**src/design/hvd_pkg.sv**
```systemverilog
package hvd_pkg;

    localparam int CORDIC_STAGES = 24;
    localparam int ANG_W = 34;

    typedef logic signed [ANG_W-1:0] cval_t;

    typedef struct packed {
        cval_t x;
        cval_t y;
        cval_t z;
    } cordic_t;

    localparam logic signed [32:0] FULL_UNITS = 33'sd1509949440;
    localparam logic signed [32:0] HALF_UNITS = 33'sd754974720;
    localparam logic [30:0] ONE_Q30 = 31'h4000_0000;
    localparam logic [33:0] RAD_SCALE = 34'd9595049034;
    localparam int RAD_SPLIT = 17;
    localparam logic [16:0] RAD_LO = RAD_SCALE[16:0];
    localparam logic [16:0] RAD_HI = RAD_SCALE[33:17];
    localparam cval_t ROT_START = 34'sd652032874;
    localparam logic [32:0] DIST_MAX = 33'd6746000000;
    localparam logic [22:0] RADIUS_RESET = 23'd6378137;

    localparam int FRONT_LAT = CORDIC_STAGES + 6;
    localparam int HAV_LAT = 4;
    localparam int RAD_W = 62;
    localparam int SQRT_STEPS = RAD_W / 2;
    localparam int VEC_LAT = CORDIC_STAGES + 3;

    // atan(2^-i) in radians q30
    function automatic cval_t atan_q30(input int i);
        cval_t r;
        case (i)
            0: r = 34'sd843314857;
            1: r = 34'sd497837829;
            2: r = 34'sd263043837;
            3: r = 34'sd133525159;
            4: r = 34'sd67021687;
            5: r = 34'sd33543516;
            6: r = 34'sd16775851;
            7: r = 34'sd8388437;
            8: r = 34'sd4194283;
            9: r = 34'sd2097149;
            default: r = (i <= 30) ? (cval_t'(1) <<< (30 - i)) : '0;
        endcase
        return r;
    endfunction

endpackage

```
**src/design/hvd_isqrt.sv**
```systemverilog
module hvd_isqrt import hvd_pkg::*;
(
    input  logic        clk,
    input  logic        rst_n,
    input  logic        en,
    input  logic        in_valid,
    input  logic [30:0] value,
    output logic        out_valid,
    output logic [30:0] root
);

    logic [SQRT_STEPS-1:0] v_reg;
    logic [RAD_W-1:0] rad_reg  [SQRT_STEPS];
    logic [32:0]      rem_reg  [SQRT_STEPS];
    logic [30:0]      root_reg [SQRT_STEPS];

    always_ff @(posedge clk or negedge rst_n)
    begin
        if (!rst_n)
        begin
            v_reg <= '0;
        end
        else if (en)
        begin
            v_reg <= {v_reg[SQRT_STEPS-2:0], in_valid};
        end
    end

    // one result bit per stage, two radicand bits shifted in
    for (genvar k = 0; k < SQRT_STEPS; k++)
    begin : g_step
        logic [RAD_W-1:0] rad_in;
        logic [32:0]      rem_in;
        logic [30:0]      root_in;
        logic [34:0]      rem_t;
        logic [34:0]      trial;

        always_comb
        begin
            if (k == 0)
            begin
                rad_in  = RAD_W'({value, 30'b0});
                rem_in  = '0;
                root_in = '0;
            end
            else
            begin
                rad_in  = rad_reg[(k == 0) ? 0 : k - 1];
                rem_in  = rem_reg[(k == 0) ? 0 : k - 1];
                root_in = root_reg[(k == 0) ? 0 : k - 1];
            end
            rem_t = {rem_in[32:0], rad_in[RAD_W-1:RAD_W-2]};
            trial = {2'b00, root_in, 2'b01};
        end

        always_ff @(posedge clk)
        begin
            if (en)
            begin
                rad_reg[k] <= rad_in << 2;
                if (rem_t >= trial)
                begin
                    rem_reg[k]  <= 33'(rem_t - trial);
                    root_reg[k] <= {root_in[29:0], 1'b1};
                end
                else
                begin
                    rem_reg[k]  <= rem_t[32:0];
                    root_reg[k] <= {root_in[29:0], 1'b0};
                end
            end
        end
    end

    assign out_valid = v_reg[SQRT_STEPS-1];
    assign root      = root_reg[SQRT_STEPS-1];

endmodule

```
**config.mk**
```make
export PLATFORM = sky130hd
export DESIGN_NAME = hvd_isqrt
export DESIGN_NICKNAME = d
export VERILOG_FILES = /design/src/design/hvd_pkg.sv /design/src/design/hvd_isqrt.sv
export SDC_FILE = /design/constraint.sdc
export NUM_CORES = 2
export LEC_CHECK = 0
export BUFFER_PORTS_ARGS = -buffer_cell sky130_fd_sc_hd__buf_2
export CAP_MARGIN = 5
export CORE_ASPECT_RATIO = 2
export CORE_UTILIZATION = 30
export DETAILED_ROUTE_END_ITERATION = 12
export HOLD_SLACK_MARGIN = 0.12
export SYNTH_ARGS = -nofsm -noshare
export SYNTH_HDL_FRONTEND = slang
export SYNTH_SLANG_ARGS = --single-unit
```
**constraint.sdc**
```tcl
create_clock -name clk -period 5.06 [get_ports clk]
set_input_delay 1.012 -clock clk [delete_from_list [all_inputs] [get_ports clk]]
set_output_delay 1.012 -clock clk [all_outputs]
set_load 0.02 [all_outputs]
```
# [After elaboration in Yosys (flattened, before gate mapping)]
# Memories as Yosys holds them, arrays and structs flattened.
# Index checks and enable logic that the tools add are counted.
[word_totals] in_bits=35 ram_bits=3844 n_memories=3 wordCells=378 register_bits=31 out_inout_bits=32
[memory_table] memory="rad_reg" words=31 width=60 read_ports=30 rd_clocked_by_memory_dff=0 wr=31 line="hvd_isqrt.sv:13" rtl="logic [RAD_W-1:0] rad_reg [SQRT_STEPS];"
[memory_table] memory="rem_reg" words=31 width=33 read_ports=30 rd_clocked_by_memory_dff=0 wr=31 line="hvd_isqrt.sv:14" rtl="logic [32:0] rem_reg [SQRT_STEPS];"
[memory_table] memory="root_reg" words=31 width=31 read_ports=31 rd_clocked_by_memory_dff=0 wr=31 line="hvd_isqrt.sv:15" rtl="logic [30:0] root_reg [SQRT_STEPS];"
[op_classes] order_cmp=31 bitwise=62 n_addsub=31 muxes=250
[op_table] op="35-bit by 33-bit greater-or-equal comparator with 1-bit output" n=30
[op_table] op="33-bit 2-to-1 mux" n=31
[op_table] op="33-bit subtractor" n=30
[op_table] op="31-bit 2-to-1 mux" n=31
[op_table] op="1-bit 2-to-1 mux" n=188
[op_table] op="1-bit OR" n=62
[op_table] op="1-bit by 1-bit subtractor with 2-bit output (second input constant)" n=1
[op_table] op="1-bit greater-or-equal comparator (second input constant)" n=1

# [Depth between registers and ports, before layout]
# An unclocked memory read counts as a cell.
[depth] depth_word=6 mapped_depth=15 depth_no_buf=13

# [Worst setup path after synthesis]
# OpenSTA, ideal clock, no wires.
[synth_path] path_type="input -> register" startpoint="input port en" endpoint="memory rem_reg[29][0], in the netlist rem_reg[1][429] (enable)" t_required_ps=4618 path_buffers=5 setup_ps=442 path_stages=5 arrival_ps=3755 path_slack_ps=864 path_cell_list="clkbuf_1 > clkbuf_1 > clkbuf_1 > clkbuf_1 > clkbuf_1"
[synth_lines] item="from (decl)" line="hvd_isqrt.sv:5" rtl="input logic en,"
[synth_lines] item="to (decl)" line="hvd_isqrt.sv:14"

==> summary.md <==
| Metric | Value |
|---|---|
| Status | `completed` |
| Synth Cell Area | `0.08798 mm^2` |
| DRC marker count from the first detailed-route iteration | `2400` |
| Post-Synthesis Cells | `7542` |
| Slowest CP cell | `edfxtp_1` |
| Maxcap violations | `0` |
| Share of post-route cells with drive strength above 1 | `0.07058` |
| # rows | `280` |
| Layout area overhead | `12.25%` |
| First-pass GRT wire length | `323800 um` |
| Clock skew | `0.1012 ns` |
| Max reg flops | `922` |
| Worst Hold Class | `in2async` |
| DIE HEIGHT | `767.9 um` |
| Number of I/O pins | `67` |
| CTS tree | `done` |
| Register area | `0.05055 mm^2` |
| Primary FF master, synth | `edfxtp_1` |
| Port buffer count | `66` |
| Overall power | `43240 uW` |
| FFs w/ async S/R, synth | `0.01835` |
| Vias | `58013` |
| Synth warnings | `0` |
| Dpl hpwl | `159900 um` |
| Post-CTS Hold Buffers | `0` |
| # setup viols final | `0` |
| Fin nets | `8245` |
| Largest net degree at the start of global routing | `192` |
| CTS clock-pin slew for the worst setup and hold paths | `0.07 ns` |
| FMAX | `0.2215 GHz` |
| H-tree Lvls | `4` |
| Pleak | `0.03755 uW` |
| Crit-path max cell delay | `0.65 ns` |
| Crit Path Class | `reg2reg` |
| Syn avg cell area | `11.67 um^2` |
| Worst skew pair latency | `0.87 ns` |
| Critical path cell sequence | `ha_1 -> nand4_1 -> inv_1 -> a221oi_1 -> o21ai_0 -> nand2_1 -> and3_1 -> buf_4 -> inv_1 -> nand2_1 -> or4_1 -> xnor2_1` |
| Antenna viol nets, final | `0` |
| Antenna violations before repair | `4` |
| Post-synth top cells | `1657 x edfxtp_1, 628 x inv_1, 627 x nand2_1` |
| RSZ-0062 raised after global routing | `false` |
| Final Hold Fails | `0` |
| Crit path time final | `4.514 ns` |
| Syn_nets | `8089` |
| Critical path peak fanout | `18` |
| Via density | `4.989` |
| Gr usage total | `0.1402` |
| Relative slew slack | `0.2391` |
| Yosys top cell by area | `edfxtp_1` |
| Drt wl/cell | `18.10 um` |
| Final Max Slew Viols | `0` |
| Die width | `384.9 um` |
| Pwr dens | `437.8 mW/mm^2` |
| Flops & latches, synth | `1689` |
| TritonCTS Buffers | `169` |
| WP data arrival | `5.09 ns` |
| Clock Sink Count | `1689` |
| Post-CTS Setup Inserts | `0` |
| FF-to-FF path depth | `12` |
| Least-Margin Pin Slew | `1.131 ns` |
| Filler cells | `28332` |
| Worst Setup Start Kind | `flop` |
| Final worst-path cycle share | `0.8922` |
| Routed WL | `210500 um` |
| Most common cell in the synthesized netlist | `edfxtp_1` |
| CTS Root Cell | `clkbuf_16` |
| Number of flops mapped to enable cells by yosys | `1657` |
| Post-CTS Resized | `0` |
| CP Capture Type | `flop` |
| Initial core utilization | `0.3022` |
| RePlAce Congestion | `0.9040` |
| CP Data Required Time | `5.63 ns` |
| Drc violations | `0` |
| Dpl cells | `11334` |
| GRT overflow | `0` |
| Clock tree buffer depth | `4` |
| Layout Cells excl Fill | `11629` |
| Die area | `0.2956 mm^2` |
| Post-synth top area share | `0.5655` |
| Synth unique cells | `91` |
| Number of global-route vias before repair | `62858` |
| Hold Slack | `0.1793 ns` |
| Setup TNS | `0 ns` |
| Worst vdd ir | `0.3532 mV` |
| Core ar. | `0.2911 mm^2` |
| Largest cells by area after synthesis | `edfxtp_1 57%, ha_1 7.1%, xor2_1 4.4%` |
| First-pass DRT Iterations | `9` |
| Seq/Total Area, Yosys | `0.5746` |
| Area of the multi-input gates | `0.03448 mm^2` |
cells in the final DEF (no fill, tap or decap), drive strengths merged, types with 19 or more instances in the layout:
master and n:
nor3 187, o21ai 497, or2 27, o21a 61
a211oi 53, o21bai 68, or4 60, edfxtp 1657
nand3 129, xor2 437, nand2b 99, a21o 201
nand4 45, a21oi 471, or3 86, clkinv 66
a211o 24, buf 152, and3 41, nand3b 22
bufinv 21, o211ai 29, nor2b 73, ha 498
mux2 87, nor4 127, nor4b 19, nand2 627
inv 634, nor2 438, dfrtp 31, o31ai 40
a31oi 34, xnor2 314, and2 37, clkbuf 201
through the flow:
stage | setup WS, ns | instance area [um^2] | utilization
6_report | 0.5456 | 98760 | 0.3392
5_1_grt | 0.3711 | 98760 | 0.3392
4_1_cts | 0.4511 | 98760 | 0.3392
3_5_place_dp | 0.5471 | 93300 | 0.3205
3_3_place_gp | 0.5418 | 93300 | 0.3205
2_1_floorplan | 0.8637 | 87980 | -
final timing paths:
check	startpoint	end	slack, ns
worst max-delay path	rem_reg[0][232]	rem_reg[0][279]	0.55
worst min-delay path	rst_n	v_reg[3]	0.18
worst max register to register	rem_reg[0][232]	rem_reg[0][279]	0.55
worst min register to register	root_reg[1][366]	root_reg[1][398]	0.37
max in group asynchronous	rst_n	v_reg[30]	4.44
min in group clk	value[18]	rad_reg[0][48]	0.32
routing by layer:
layer / routed length [um] / global-route usage / vias to the layer above / part of all wire
li1: - / - / 27806 / -
met1: 54530 / 0.08924 / 28264 / 0.26
met2: 132300 / 0.3163 / 1208 / 0.63
met3: 5387 / 0.01671 / 735 / 0.026
met4: 18250 / 0.1142 / 0 / 0.087
met5: 0 / 0 / - / 0
layout make-up:
class                   count  share of cell area
well taps                3807             0.04823
clock inverters            93             0.01055
flip-flops and latches   1689              0.5119
diodes                      1          0.00002534
repair buffers            152             0.01143
multi-input cells        5055              0.3492
clock buffers             201             0.04476
inverters                 631             0.02398
where the power goes:
group	internal (uW)	leakage (uW)	switching, uW	total [uW]
Sequential	18200	0.0161	1420	19600
Combinational	4490	0.0188	6380	10900
Clock	7310	0.00268	5440	12700
critical path: cells and delay by family (launching register included):
| kind | cells | cell delay (ns) |
|---|---|---|
| adder cells (fa/ha/maj) | 1 | 0.48 |
| buffers and inverters | 3 | 0.70 |
| flip-flops | 1 | 0.65 |
| XOR/XNOR | 1 | 0.14 |
| AND/OR/NAND/NOR | 5 | 1.66 |
| AO/OA/AOI/OAI | 2 | 0.57 |
cells by family after synthesis:
group,Yosys count,share of synthesized area
compound gates,1621,0.1132
xor+xnor,751,0.07476
fa+ha+maj,512,0.07401
buf+inv,798,0.03426
flops,1689,0.5746
mux,98,0.01239
simple gates,2073,0.1168
Power figures use the tool's default switching activity.
